**src/design/msns_pkg.sv**
```systemverilog
// shared types and constants for the music string note sequencer
// used by the top level, the divider and the port checker; no dependencies
package msns_pkg;

  localparam logic [17:0] DurMax       = 18'h3FFFF;
  localparam logic [17:0] WholeDefault = 18'd2000;
  localparam logic [17:0] DurDefault   = 18'd500;
  localparam logic [17:0] TempoNum     = 18'd24000;
  localparam logic [15:0] AccMax       = 16'hFFFF;
  localparam logic [15:0] VolDefault   = 16'd15;
  localparam logic [15:0] DivDefault   = 16'd4;
  localparam logic [7:0]  OctDefault   = 8'd4;
  localparam logic [4:0]  DivSteps     = 5'd18;

  localparam logic [7:0] ChNul   = 8'h00;
  localparam logic [7:0] ChSpace = 8'h20;
  localparam logic [7:0] ChBang  = 8'h21;
  localparam logic [7:0] ChHash  = 8'h23;
  localparam logic [7:0] ChPlus  = 8'h2B;
  localparam logic [7:0] ChMinus = 8'h2D;
  localparam logic [7:0] ChDot   = 8'h2E;
  localparam logic [7:0] ChZero  = 8'h30;
  localparam logic [7:0] ChOne   = 8'h31;
  localparam logic [7:0] ChEight = 8'h38;
  localparam logic [7:0] ChNine  = 8'h39;
  localparam logic [7:0] ChLess  = 8'h3C;
  localparam logic [7:0] ChMore  = 8'h3E;
  localparam logic [7:0] ChUpA   = 8'h41;
  localparam logic [7:0] ChUpZ   = 8'h5A;
  localparam logic [7:0] ChA     = 8'h61;
  localparam logic [7:0] ChB     = 8'h62;
  localparam logic [7:0] ChC     = 8'h63;
  localparam logic [7:0] ChD     = 8'h64;
  localparam logic [7:0] ChE     = 8'h65;
  localparam logic [7:0] ChF     = 8'h66;
  localparam logic [7:0] ChG     = 8'h67;
  localparam logic [7:0] ChL     = 8'h6C;
  localparam logic [7:0] ChM     = 8'h6D;
  localparam logic [7:0] ChO     = 8'h6F;
  localparam logic [7:0] ChR     = 8'h72;
  localparam logic [7:0] ChT     = 8'h74;
  localparam logic [7:0] ChV     = 8'h76;

  typedef enum logic [1:0] {
    KIND_TONE    = 2'd0,
    KIND_SILENCE = 2'd1,
    KIND_END     = 2'd2
  } kind_e;

  typedef struct packed {
    kind_e       kind;
    logic [7:0]  note;
    logic [17:0] dur;
    logic [3:0]  vol;
    logic        ends;
    logic        last;
  } res_t;

  typedef struct packed {
    logic        start;
    logic [17:0] dividend;
    logic [15:0] divisor;
  } div_req_t;

  typedef struct packed {
    logic        done;
    logic [17:0] quotient;
  } div_rsp_t;

endpackage

```
**src/design/msns_div.sv**
```systemverilog
// iterative restoring divider, one quotient bit per cycle
// uses msns_pkg; a zero divisor gives an all-ones quotient
module msns_div (
  input  logic               clk_i,
  input  logic               rst_ni,
  input  msns_pkg::div_req_t req_i,
  output msns_pkg::div_rsp_t rsp_o
);

  logic        busy_q, busy_d;
  logic        done_q, done_d;
  logic [4:0]  cnt_q, cnt_d;
  logic [17:0] dvd_q, dvd_d;
  logic [15:0] rem_q, rem_d;
  logic [15:0] dvs_q, dvs_d;
  logic [16:0] rem_ext;
  logic [17:0] diff;

  assign rem_ext = {rem_q, dvd_q[17]};
  assign diff    = {1'b0, rem_ext} - {2'b00, dvs_q};

  always_comb begin
    busy_d = busy_q;
    done_d = 1'b0;
    cnt_d  = cnt_q;
    dvd_d  = dvd_q;
    rem_d  = rem_q;
    dvs_d  = dvs_q;
    if (req_i.start) begin
      busy_d = 1'b1;
      cnt_d  = '0;
      dvd_d  = req_i.dividend;
      rem_d  = '0;
      dvs_d  = req_i.divisor;
    end else if (busy_q) begin
      if (diff[17]) begin
        rem_d = rem_ext[15:0];
        dvd_d = {dvd_q[16:0], 1'b0};
      end else begin
        rem_d = diff[15:0];
        dvd_d = {dvd_q[16:0], 1'b1};
      end
      cnt_d = cnt_q + 5'd1;
      if (cnt_q == msns_pkg::DivSteps - 5'd1) begin
        busy_d = 1'b0;
        done_d = 1'b1;
      end
    end
  end

  always_ff @(posedge clk_i or negedge rst_ni) begin
    if (!rst_ni) begin
      busy_q <= 1'b0;
      done_q <= 1'b0;
      cnt_q  <= '0;
    end else begin
      busy_q <= busy_d;
      done_q <= done_d;
      cnt_q  <= cnt_d;
    end
  end

  always_ff @(posedge clk_i) begin
    dvd_q <= dvd_d;
    rem_q <= rem_d;
    dvs_q <= dvs_d;
  end

  assign rsp_o.done     = done_q;
  assign rsp_o.quotient = dvd_q;

endmodule

```
**src/design/music_string_note_sequencer_unit.sv**
```systemverilog
// top level of the music string note sequencer
// uses msns_pkg and msns_div
//
// takes one character beat at a time and turns music-string commands into
// tone, silence and end beats. the block is busy while a character is
// worked on, and every division runs through one shared 18-step restoring
// divider (an l command or a note with a length needs one division, a t
// command two, or one for a zero tempo). each result beat then waits on
// the output until it is taken, and the input stays stalled until the last
// result beat of the character is taken. after a nul or an unknown character
// the string is ended and further characters are swallowed without result
// until sequence_start is set.
module music_string_note_sequencer_unit (
  input  logic        clk_i,
  input  logic        rst_ni,
  input  logic        in_valid_i,
  output logic        in_stall_o,
  input  logic [7:0]  character_i,
  input  logic        sequence_start_i,
  output logic        out_valid_o,
  input  logic        out_stall_i,
  output logic [1:0]  item_kind_o,
  output logic [7:0]  note_number_o,
  output logic [17:0] duration_ms_o,
  output logic [3:0]  note_volume_o,
  output logic        sequence_ends_o,
  output logic        last_of_run_o
);

  // sequencer states
  typedef enum logic [5:0] {
    S_IDLE = 6'b000001,
    S_PRE  = 6'b000010,
    S_DIV  = 6'b000100,
    S_TAIL = 6'b001000,
    S_CMD  = 6'b010000,
    S_OUT  = 6'b100000
  } state_e;

  // parser modes
  typedef enum logic [3:0] {
    M_IDLE  = 4'd0,
    M_NUM_O = 4'd1,
    M_NUM_L = 4'd2,
    M_NUM_T = 4'd3,
    M_NUM_V = 4'd4,
    M_MWAIT = 4'd5,
    M_SHARP = 4'd6,
    M_FLAT  = 4'd7,
    M_LEN   = 4'd8,
    M_DOTS  = 4'd9,
    M_DONE  = 4'd10
  } mode_e;

  // what the running division is for
  typedef enum logic [1:0] {
    P_LDEF   = 2'd0,
    P_TWHOLE = 2'd1,
    P_TDEF   = 2'd2,
    P_LEN    = 2'd3
  } purp_e;

  state_e state_q, state_d;
  mode_e  mode_q, mode_d;
  purp_e  purp_q, purp_d;

  logic [7:0]  ch_q, ch_d;
  logic [7:0]  base_q, base_d;
  logic [7:0]  temp_q, temp_d;
  logic [17:0] whole_q, whole_d;
  logic [15:0] ndiv_q, ndiv_d;
  logic [17:0] dflt_q, dflt_d;
  logic [15:0] vol_q, vol_d;
  logic        stacc_q, stacc_d;
  logic [7:0]  pnote_q, pnote_d;
  logic        prest_q, prest_d;
  logic [17:0] pdur_q, pdur_d;
  logic [17:0] dot_q, dot_d;
  logic [15:0] acc_q, acc_d;
  logic [1:0]  cnt_q, cnt_d;
  logic        idx_q, idx_d;

  msns_pkg::res_t     buf_q [2];
  msns_pkg::res_t     buf_d [2];
  msns_pkg::div_req_t div_req;
  msns_pkg::div_rsp_t div_rsp;

  logic        in_acc;
  logic [7:0]  ch_fold;
  logic        is_digit;
  logic [19:0] acc_next;
  logic [15:0] acc_sat;
  logic [17:0] q_x10;
  logic [18:0] dot_sum;
  logic [17:0] half_dur;
  logic [3:0]  vol_clip;
  logic [3:0]  note_off;
  logic [7:0]  oct_semis;

  msns_div u_div (
    .clk_i  (clk_i),
    .rst_ni (rst_ni),
    .req_i  (div_req),
    .rsp_o  (div_rsp)
  );

  assign in_stall_o = (state_q != S_IDLE);
  assign in_acc     = in_valid_i && !in_stall_o;

  // case folding of upper-case letters
  always_comb begin
    ch_fold = character_i;
    if (character_i inside {[msns_pkg::ChUpA:msns_pkg::ChUpZ]}) begin
      ch_fold = character_i + 8'd32;
    end
  end

  assign is_digit  = ch_q inside {[msns_pkg::ChZero:msns_pkg::ChNine]};
  // saturating decimal accumulate
  assign acc_next  = {1'b0, acc_q, 3'b000} + {3'b000, acc_q, 1'b0}
                     + {12'd0, ch_q - msns_pkg::ChZero};
  assign acc_sat   = (|acc_next[19:16]) ? msns_pkg::AccMax : acc_next[15:0];
  assign q_x10     = {div_rsp.quotient[14:0], 3'b000} + {div_rsp.quotient[16:0], 1'b0};
  assign dot_sum   = {1'b0, pdur_q} + {1'b0, dot_q};
  assign half_dur  = stacc_q ? {1'b0, pdur_q[17:1]} : 18'd0;
  assign vol_clip  = (|vol_q[15:4]) ? 4'd15 : vol_q[3:0];
  assign oct_semis = {temp_q[4:0], 3'b000} + {temp_q[5:0], 2'b00};

  // semitone offset of a note letter within the octave
  always_comb begin
    case (ch_q)
      msns_pkg::ChD: note_off = 4'd2;
      msns_pkg::ChE: note_off = 4'd4;
      msns_pkg::ChF: note_off = 4'd5;
      msns_pkg::ChG: note_off = 4'd7;
      msns_pkg::ChA: note_off = 4'd9;
      msns_pkg::ChB: note_off = 4'd11;
      default:       note_off = 4'd0;
    endcase
  end

  always_comb begin
    state_d = state_q;
    mode_d  = mode_q;
    purp_d  = purp_q;
    ch_d    = ch_q;
    base_d  = base_q;
    temp_d  = temp_q;
    whole_d = whole_q;
    ndiv_d  = ndiv_q;
    dflt_d  = dflt_q;
    vol_d   = vol_q;
    stacc_d = stacc_q;
    pnote_d = pnote_q;
    prest_d = prest_q;
    pdur_d  = pdur_q;
    dot_d   = dot_q;
    acc_d   = acc_q;
    cnt_d   = cnt_q;
    idx_d   = idx_q;
    buf_d   = buf_q;
    div_req = '0;

    case (state_q)
      S_IDLE: begin
        if (in_acc) begin
          ch_d    = ch_fold;
          cnt_d   = 2'd0;
          state_d = S_PRE;
          // a new string drops any partial parse
          if (sequence_start_i) begin
            mode_d  = M_IDLE;
            temp_d  = base_q;
            pnote_d = '0;
            prest_d = 1'b0;
            pdur_d  = '0;
            dot_d   = '0;
            acc_d   = '0;
          end
        end
      end

      S_PRE: begin
        if (ch_q == msns_pkg::ChSpace || mode_q == M_DONE) begin
          state_d = S_IDLE;
        end else begin
          case (mode_q)
            M_NUM_O, M_NUM_L, M_NUM_T, M_NUM_V: begin
              if (is_digit) begin
                acc_d   = acc_sat;
                state_d = S_IDLE;
              end else begin
                mode_d  = M_IDLE;
                state_d = S_CMD;
                case (mode_q)
                  M_NUM_O: begin
                    base_d = acc_q[7:0];
                    temp_d = acc_q[7:0];
                  end
                  M_NUM_L: begin
                    ndiv_d           = acc_q;
                    div_req.start    = 1'b1;
                    div_req.dividend = whole_q;
                    div_req.divisor  = acc_q;
                    purp_d           = P_LDEF;
                    state_d          = S_DIV;
                  end
                  M_NUM_T: begin
                    div_req.start = 1'b1;
                    state_d       = S_DIV;
                    if (acc_q == 16'd0) begin
                      whole_d          = msns_pkg::DurMax;
                      div_req.dividend = msns_pkg::DurMax;
                      div_req.divisor  = ndiv_q;
                      purp_d           = P_TDEF;
                    end else begin
                      div_req.dividend = msns_pkg::TempoNum;
                      div_req.divisor  = acc_q;
                      purp_d           = P_TWHOLE;
                    end
                  end
                  default: vol_d = acc_q;
                endcase
              end
            end
            M_MWAIT: begin
              stacc_d = (ch_q != msns_pkg::ChL);
              mode_d  = M_IDLE;
              // a nul after m still ends the string
              state_d = (ch_q == msns_pkg::ChNul) ? S_CMD : S_IDLE;
            end
            M_SHARP, M_FLAT: begin
              if (mode_q == M_SHARP &&
                  (ch_q == msns_pkg::ChPlus || ch_q == msns_pkg::ChHash)) begin
                pnote_d = pnote_q + 8'd1;
                state_d = S_IDLE;
              end else if (ch_q == msns_pkg::ChMinus) begin
                pnote_d = pnote_q - 8'd1;
                mode_d  = M_FLAT;
                state_d = S_IDLE;
              end else if (ch_q inside {[msns_pkg::ChOne:msns_pkg::ChEight]}) begin
                acc_d   = {8'd0, ch_q - msns_pkg::ChZero};
                mode_d  = M_LEN;
                state_d = S_IDLE;
              end else begin
                state_d = S_TAIL;
              end
            end
            M_LEN: begin
              if (is_digit) begin
                acc_d   = acc_sat;
                state_d = S_IDLE;
              end else begin
                div_req.start    = 1'b1;
                div_req.dividend = whole_q;
                div_req.divisor  = acc_q;
                purp_d           = P_LEN;
                state_d          = S_DIV;
              end
            end
            M_DOTS:  state_d = S_TAIL;
            default: state_d = S_CMD;
          endcase
        end
      end

      S_DIV: begin
        if (div_rsp.done) begin
          case (purp_q)
            P_LDEF, P_TDEF: begin
              dflt_d  = div_rsp.quotient;
              state_d = S_CMD;
            end
            P_TWHOLE: begin
              // tempo result still needs the default length
              whole_d          = q_x10;
              div_req.start    = 1'b1;
              div_req.dividend = q_x10;
              div_req.divisor  = ndiv_q;
              purp_d           = P_TDEF;
            end
            default: begin
              pdur_d  = div_rsp.quotient;
              dot_d   = {1'b0, div_rsp.quotient[17:1]};
              mode_d  = M_DOTS;
              state_d = S_TAIL;
            end
          endcase
        end
      end

      S_TAIL: begin
        if (ch_q == msns_pkg::ChDot) begin
          pdur_d  = dot_sum[18] ? msns_pkg::DurMax : dot_sum[17:0];
          dot_d   = {1'b0, dot_q[17:1]};
          mode_d  = M_DOTS;
          state_d = S_IDLE;
        end else begin
          // finish the pending note, staccato splits off a silence
          buf_d[0].dur  = pdur_q - half_dur;
          buf_d[0].ends = 1'b0;
          buf_d[0].last = 1'b0;
          if (prest_q) begin
            buf_d[0].kind = msns_pkg::KIND_SILENCE;
            buf_d[0].note = '0;
            buf_d[0].vol  = '0;
          end else begin
            buf_d[0].kind = msns_pkg::KIND_TONE;
            buf_d[0].note = pnote_q;
            buf_d[0].vol  = vol_clip;
          end
          buf_d[1].kind = msns_pkg::KIND_SILENCE;
          buf_d[1].note = '0;
          buf_d[1].dur  = half_dur;
          buf_d[1].vol  = '0;
          buf_d[1].ends = 1'b0;
          buf_d[1].last = 1'b0;
          cnt_d   = (half_dur != 18'd0) ? 2'd2 : 2'd1;
          temp_d  = base_q;
          mode_d  = M_IDLE;
          state_d = S_CMD;
        end
      end

      S_CMD: begin
        case (ch_q)
          msns_pkg::ChMore: temp_d = temp_q + 8'd1;
          msns_pkg::ChLess: temp_d = temp_q - 8'd1;
          msns_pkg::ChA, msns_pkg::ChB, msns_pkg::ChC, msns_pkg::ChD,
          msns_pkg::ChE, msns_pkg::ChF, msns_pkg::ChG, msns_pkg::ChR: begin
            prest_d = (ch_q == msns_pkg::ChR);
            pnote_d = oct_semis + {4'd0, note_off};
            pdur_d  = dflt_q;
            dot_d   = {1'b0, dflt_q[17:1]};
            mode_d  = M_SHARP;
          end
          msns_pkg::ChO: begin
            acc_d  = '0;
            mode_d = M_NUM_O;
          end
          msns_pkg::ChL: begin
            acc_d  = '0;
            mode_d = M_NUM_L;
          end
          msns_pkg::ChT: begin
            acc_d  = '0;
            mode_d = M_NUM_T;
          end
          msns_pkg::ChV: begin
            acc_d  = '0;
            mode_d = M_NUM_V;
          end
          msns_pkg::ChM: mode_d = M_MWAIT;
          msns_pkg::ChBang: begin
            base_d  = msns_pkg::OctDefault;
            temp_d  = msns_pkg::OctDefault;
            whole_d = msns_pkg::WholeDefault;
            ndiv_d  = msns_pkg::DivDefault;
            dflt_d  = msns_pkg::DurDefault;
            vol_d   = msns_pkg::VolDefault;
            stacc_d = 1'b0;
          end
          default: begin
            // end of string: flag the last beat, or send a bare end beat
            mode_d = M_DONE;
            if (cnt_q == 2'd0) begin
              buf_d[0].kind = msns_pkg::KIND_END;
              buf_d[0].note = '0;
              buf_d[0].dur  = '0;
              buf_d[0].vol  = '0;
              buf_d[0].ends = 1'b1;
              buf_d[0].last = 1'b0;
              cnt_d         = 2'd1;
            end else if (cnt_q == 2'd2) begin
              buf_d[1].ends = 1'b1;
            end else begin
              buf_d[0].ends = 1'b1;
            end
          end
        endcase
        if (cnt_d == 2'd0) begin
          state_d = S_IDLE;
        end else begin
          if (cnt_d == 2'd2) begin
            buf_d[1].last = 1'b1;
          end else begin
            buf_d[0].last = 1'b1;
          end
          idx_d   = 1'b0;
          state_d = S_OUT;
        end
      end

      S_OUT: begin
        if (!out_stall_i) begin
          if ({1'b0, idx_q} == cnt_q - 2'd1) begin
            state_d = S_IDLE;
          end else begin
            idx_d = 1'b1;
          end
        end
      end

      default: state_d = S_IDLE;
    endcase
  end

  always_ff @(posedge clk_i or negedge rst_ni) begin
    if (!rst_ni) begin
      state_q <= S_IDLE;
      mode_q  <= M_IDLE;
      purp_q  <= P_LDEF;
      base_q  <= msns_pkg::OctDefault;
      temp_q  <= msns_pkg::OctDefault;
      whole_q <= msns_pkg::WholeDefault;
      ndiv_q  <= msns_pkg::DivDefault;
      dflt_q  <= msns_pkg::DurDefault;
      vol_q   <= msns_pkg::VolDefault;
      stacc_q <= 1'b0;
      pnote_q <= '0;
      prest_q <= 1'b0;
      pdur_q  <= '0;
      dot_q   <= '0;
      acc_q   <= '0;
      cnt_q   <= '0;
      idx_q   <= 1'b0;
    end else begin
      state_q <= state_d;
      mode_q  <= mode_d;
      purp_q  <= purp_d;
      base_q  <= base_d;
      temp_q  <= temp_d;
      whole_q <= whole_d;
      ndiv_q  <= ndiv_d;
      dflt_q  <= dflt_d;
      vol_q   <= vol_d;
      stacc_q <= stacc_d;
      pnote_q <= pnote_d;
      prest_q <= prest_d;
      pdur_q  <= pdur_d;
      dot_q   <= dot_d;
      acc_q   <= acc_d;
      cnt_q   <= cnt_d;
      idx_q   <= idx_d;
    end
  end

  // payload registers
  always_ff @(posedge clk_i) begin
    ch_q   <= ch_d;
    buf_q  <= buf_d;
  end

  // result beat on the output
  assign out_valid_o     = (state_q == S_OUT);
  assign item_kind_o     = buf_q[idx_q].kind;
  assign note_number_o   = buf_q[idx_q].note;
  assign duration_ms_o   = buf_q[idx_q].dur;
  assign note_volume_o   = buf_q[idx_q].vol;
  assign sequence_ends_o = buf_q[idx_q].ends;
  assign last_of_run_o   = buf_q[idx_q].last;

endmodule

```
**config.mk**
```make
export PLATFORM = sky130hd
export DESIGN_NAME = music_string_note_sequencer_unit
export DESIGN_NICKNAME = d
export VERILOG_FILES = /design/src/design/msns_pkg.sv /design/src/design/msns_div.sv /design/src/design/music_string_note_sequencer_unit.sv
export SDC_FILE = /design/constraint.sdc
export NUM_CORES = 1
export LEC_CHECK = 0
export ABC_AREA = 1
export BUFFER_PORTS_ARGS = -buffer_cell sky130_fd_sc_hd__buf_4
export CAP_MARGIN = 25
export CORE_MARGIN = 8
export CORE_UTILIZATION = 55
export CTS_BUF_LIST = sky130_fd_sc_hd__clkbuf_8 sky130_fd_sc_hd__clkbuf_16
export DETAILED_ROUTE_END_ITERATION = 8
export GPL_TIMING_DRIVEN = 0
export PLACE_DENSITY = 0.73
export SETUP_SLACK_MARGIN = 0.2
export SYNTH_ARGS = -nofsm -noshare
export SYNTH_HDL_FRONTEND = slang
export SYNTH_SLANG_ARGS = --single-unit
```
**constraint.sdc**
```tcl
create_clock -name clk_i -period 3.6 [get_ports clk_i]
set_clock_uncertainty 0.2 [all_clocks]
set_input_delay 0.54 -clock clk_i [delete_from_list [all_inputs] [get_ports clk_i]]
set_output_delay 0.54 -clock clk_i [all_outputs]
set_load 0.005 [all_outputs]
```
; Yosys cells after proc, flatten, opt, wreduce, memory -nomap -nowiden
; Cells that the tools add are included.
; W data, S select, Z words.
[totals]
regBits = 280
inputBits = 13
out_inout_bits = 36
[op_classes]
addsub = 16
order_cmp = 7
n_eq_ne = 91
muxes = 171
bitwise = 2
n_reduce_logical = 63
[op_table]
columns = cell, count
row1 = $mux W18, 24
row2 = $mux W16, 20
row3 = $pmux W35 S2, 3
row4 = $mux W35, 5
row5 = $mux W34, 5
row6 = $pmux W18 S4, 2
row7 = $mux W8, 16
row8 = $eq A8 B7 Y1 const B, 13
row9 = $pmux W16 S2, 3
row10 = $mux W68, 1
row11 = $pmux W34 S2, 1
row12 = $eq A8 B6 Y1 const B, 8
row13 = $mux W4, 15
row14 = $pmux W18 S3, 1
row15 = $pmux W16 S3, 1
row16 = $pmux W8 S3, 2
row17 = $ne A2 B2 Y1 const B, 21
row18 = $mux W6, 6
row19 = $pmux W18 S2, 1
row20 = $pmux W6 S6, 1
row21 = $mux W32, 1
row22 = $pmux W8 S4, 1
row23 = $mux W5, 6
row24 = $pmux W6 S5, 1
row25 = other kinds (84), 192

; Longest topological paths before layout
[logic_depth]
depth_word = 8
depth_mapped = 20

; Hierarchy
; From an unflattened synthesis, not the netlist that was laid out.
[unflattened]
cells_unflattened = 2731
hier_area_um2 = 19588.8
[by_module_without_submodules]
columns = mod, instances, cells_each, area_per_inst_um2
row1 = music_string_note_sequencer_unit, 1, 2286, 16155.5
row2 = msns_div, 1, 445, 3433.3

; Worst setup path before layout
; Ideal clock, no wire load.
[synth_path]
path_kind = register to register
startpoint = register ch_q[4]
endpoint = register buf_q[36] (netlist bit), enable pin
setup_ns = 0.421
t_arrival_ns = 2.911
t_required_ns = 2.979
setup_slack_ns = 0.068
path_stages_with_launch = 13
period_less_slack_ns = 3.532
path_cell_list = edfxtp_1 inv_1 ha_1 nand3_2 inv_1 buf_4 nand3_1 nand3_1 nor2_1 nand2_1 nand2_1 o21ai_0 nor2_1
[synth_between]
elab_chain_cells = 4
elab_cells_between_ends = 21
[synth_rtl]
columns = item, line_no
row1 = start: declaration, music_string_note_sequencer_unit.sv:67  ; logic [7:0] ch_q, ch_d;
row2 = start signal: assignment, music_string_note_sequencer_unit.sv:450  ; ch_q <= ch_d;
row3 = $eq A8 B7 Y1 / $eq A8 B6 Y1 (equally long branches), music_string_note_sequencer_unit.sv:326  ; case (ch_q)
row4 = $reduce_or A16 Y1 (no source line), n/a
row5 = $ne A2 B2 Y1 (no source line), n/a
row6 = $reduce_and A4 Y1 (no source line) *, n/a
row7 = end signal: assignment, music_string_note_sequencer_unit.sv:451  ; buf_q <= buf_d;
row8 = end: declaration, music_string_note_sequencer_unit.sv:83  ; msns_pkg::res_t buf_q [2];
; Every way passes the cells marked *; elsewhere a longest branch is shown, timed or not.
; A chain may end at the register's enable or synchronous reset.

; Worst setup path in the final report
[layout_path]
startpoint = register ch_q[4]
endpoint = register acc_q[5]
[layout_between]
elab_chain_cells = 8
elab_cells_between_ends = 36
[layout_rtl]
columns = item, line_no
row1 = $sub A8 B6 Y8, "music_string_note_sequencer_unit.sv:121, music_string_note_sequencer_unit.sv:242"
row2 = $add A20 B8 Y20, music_string_note_sequencer_unit.sv:121  ; + {12'd0, ch_q - msns_pkg::ChZero};
row3 = $reduce_or A4 Y1, music_string_note_sequencer_unit.sv:122  ; assign acc_sat = (|acc_next[19:16]) ? msns_pkg::AccMax : acc_next[15:0];
row4 = $mux W16, music_string_note_sequencer_unit.sv:122
row5 = $mux W16, "music_string_note_sequencer_unit.sv:189, music_string_note_sequencer_unit.sv:250"
row6 = $pmux W16 S2, music_string_note_sequencer_unit.sv:187  ; case (mode_q)
row7 = $mux W16, music_string_note_sequencer_unit.sv:184  ; if (ch_q == msns_pkg::ChSpace || mode_q == M_DONE) begin
row8 = $pmux W16 S3, music_string_note_sequencer_unit.sv:164  ; case (state_q)
row9 = end signal: assignment, music_string_note_sequencer_unit.sv:424  ; acc_q <= '0;
row10 = end signal: assignment, music_string_note_sequencer_unit.sv:442  ; acc_q <= acc_d;
row11 = end: declaration, music_string_note_sequencer_unit.sv:79  ; logic [15:0] acc_q, acc_d;
; Several ways; a longest one is shown, not always the timed one. The select of a mux whose other input is x is not followed.

==> run metrics <==
outcome=finished clean; Syn Area/Cell=7.34 um2; GR Util All Layers=0.262; Pwr Density=653 mW/mm2; buffer depth of the longest clock path=3; reg-to-reg critical path startpoint=ch_q[4]$_DFFE_PP_; port buffer count=48; dpl hpwl=42100 um; Least-Margin Pin Slew=0.883 ns; max-slew violations=0; most numerous cell in the Yosys netlist=nand2_1; final-report hold violation count=0; total wire length=54900 um; root buffer cell=clkbuf_16; I/O Pins=49; worst r2r dst=acc_q[5]$_DFFE_PN0P_; CTS tree=done; clock slew at reported path FFs=0.06 ns; cell row count=68; Hold Slack=0.0207 ns; vias=18100; synthesized instance count=2630; Max VDD drop=516 uV; Sink Count=274; synth top area cells=dfrtp_1 (19%), nand2_1 (15%), edfxtp_1 (15%); Post-Route Setup TNS=0 ns; type of the worst min-delay path=primary input to flop; Placed Area=0.0203 mm2; share of cells above drive strength 1=0.108; Util after Layout=0.628; ant diodes=0; CP Class=flop to flop; crit path time final=3.30 ns; ys async rst share=0.595; warnings from Yosys=0; WP data arrival=3.52 ns; Critical Path Sink Type=flop; DRC errors left=0; total grt overflow=0; DIE AREA=0.0413 mm2; Min-Delay Startpoint=character_i[0]; Seq cells post-synth=274; Pleak=11.1 nW; CP Capture Point=acc_q[5]$_DFFE_PN0P_; Via-to-Cell Ratio=5.63; Clk Latency, worst-skew pair=0.54 ns; H-tree depth=2; final instance area=0.0217 mm2; post-route ant nets=0; maxcap violations=0; Syn Std Cell Area=0.0193 mm2; Seq/Total Area, Yosys=0.377; Yosys top cell by area=dfrtp_1; 1st-iter DRT viols=1273; fill cell count=3126; Die Y=203 um; EDFF count, synth=95; Synth top area share=0.185; Register Area=0.00728 mm2; dominant synthesized flop cell=dfrtp_1; slack of the worst reg-to-reg path=0.30 ns; initial antenna violation count=0; Syn-to-layout area delta=12.3%; Worst Path Required=3.82 ns; first-pass GRT wire length=88700 um; Layout Nets=2877; Initial Util=0.559; largest fanout on the critical path=5; hold path cells=1; Rel. slew slack=0.409; Detailed Routing Iterations Pass 1=6; critical path launch point type=flop; RePlAce Congestion=0.976; area occupied by multi-input gates=0.0106 mm2; Die X=203 um; Register-to-Register Path Depth=19; largest net degree at the start of global routing=90; syn_nets=2774; Distinct cells, synth=65; cts bufs inserted=34; vias in the first global route=17700; Core Box Area=0.0345 mm2; RSZ-0062 raised after global routing=yes; Final Setup Violations=0; Synth top cells by count=nand2_1 (792), inv_1 (293), nor2_1 (242); CP Launch Point=ch_q[4]$_DFFE_PP_; period utilization=0.917; WL/cell=17.1 um; highest clock rate=303 MHz
[metal layers]
metal / share of wire / track usage
met1: 0.42 / 0.321
met2: 0.49 / 0.461
met3: 0.048 / 0.0308
met4: 0.039 / 0.109
met5: 0 / 0
[placed cells by master (no fill, tap or decap), types with 16 or more instances in the layout]
cell type / netlist / routed
clkbuf_1: 22 / 19
inv_1: 293 / 297
buf_4: 9 / 64
dfstp_2: 20 / 20
nand4_1: 22 / 22
xor2_1: 32 / 31
o21bai_1: 20 / 20
o22ai_1: 23 / 23
edfxtp_1: 95 / 95
o21ai_0: 109 / 106
nor2_1: 242 / 239
dfrtp_1: 143 / 143
xnor2_1: 20 / 20
nand2_2: 11 / 19
a21oi_1: 112 / 111
nand3_1: 237 / 234
inv_2: 20 / 23
dfxtp_1: 16 / 16
clkbuf_16: 0 / 34
nand2_1: 792 / 784
ha_1: 117 / 110
nor3_1: 23 / 23
o21ai_1: 63 / 66
buf_2: 18 / 19
[worst max-delay path, stage by stage, from the launching register on]
cell and delay, ns:
edfxtp_1 0.41, buf_4 0.16, inv_2 0.08, buf_4 0.14, ha_4 0.21, fa_1 0.58, ha_4 0.23, nand3_1 0.08
nand3_2 0.10, nand2_1 0.09, nand2_2 0.08, nand2_2 0.09, nand2_1 0.05, nand2_1 0.06, nand2_1 0.09, nor2_4 0.16
buf_2 0.18, nand3_1 0.08, nand3_1 0.08, nand2_1 0.05
[power breakdown]
group / leakage (nW) / switching [mW] / total (mW) / internal, mW
Clock: 0.552 / 1.37 / 3.25 / 1.88
Sequential: 3.13 / 0.567 / 4.57 / 4.01
Combinational: 7.40 / 4.12 / 6.32 / 2.21
Total: 11.1 / 6.05 / 14.2 / 8.10
[sequential cells by signal, summed over array words and instances, names as in the netlist, 17 cells and up]
signal and count:
dot_q 17, buf_q 53, whole_q 18, pdur_q 18
u_div.dvd_q 18, dflt_q 18
[stage by stage]
stage	worst slack [ns]	power, mW	std cells
5_1_grt	0.137	15.1	3214
6_report	0.300	14.2	3214
3_3_place_gp	-0.258	10.4	3133
3_5_place_dp	-0.143	10.6	3134
2_1_floorplan	0.421	8.89	2630
4_1_cts	0.0842	13.9	3202
[final cells by class]
class                      instances  share of cell area
sequential                       274               0.336
buffer                            62              0.0169
tap                              455              0.0263
inverter                         316              0.0552
timing repair buffer              66              0.0258
multi-input combinational       1979               0.491
clock inverter                    21             0.00583
clock buffer                      41              0.0437
[worst min path at each step]
| stage | end | slack (ns) |
|---|---|---|
| 6_report | ch_q[0]$_DFFE_PP_ | 0.02 |
| 5_1_grt | ch_q[0]$_DFFE_PP_ | 0.01 |
| 4_1_cts | ch_q[0]$_DFFE_PP_ | 0.004 |
| 3_5_place_dp | u_div.rem_q[10]$_SDFFE_PN0P_ | 0.27 |
| 3_3_place_gp | u_div.rem_q[10]$_SDFFE_PN0P_ | 0.26 |
| 2_1_floorplan | acc_q[0]$_DFFE_PN0P_ | 0.04 |
[timing repair]
action	CTS	global route
buffers inserted	2	9
pin swaps	0	11
endpoints found under the setup margin	17	55
gates cloned	0	3
resized for setup	12	37
hold buffers	4	0
hold endpoints to repair	70	0
[logic make-up after synthesis]
kind of cell             count (synthesis)  share of synthesized area
AND/OR/NAND/NOR                       1406                      0.315
AO/OA/AOI/OAI                          389                      0.115
XOR/XNOR                                52                     0.0236
buffers and inverters                  378                     0.0796
adder cells (fa/ha/maj)                131                     0.0904
flip-flops                             274                      0.377
No activity file was read; power rests on OpenSTA's default activity.
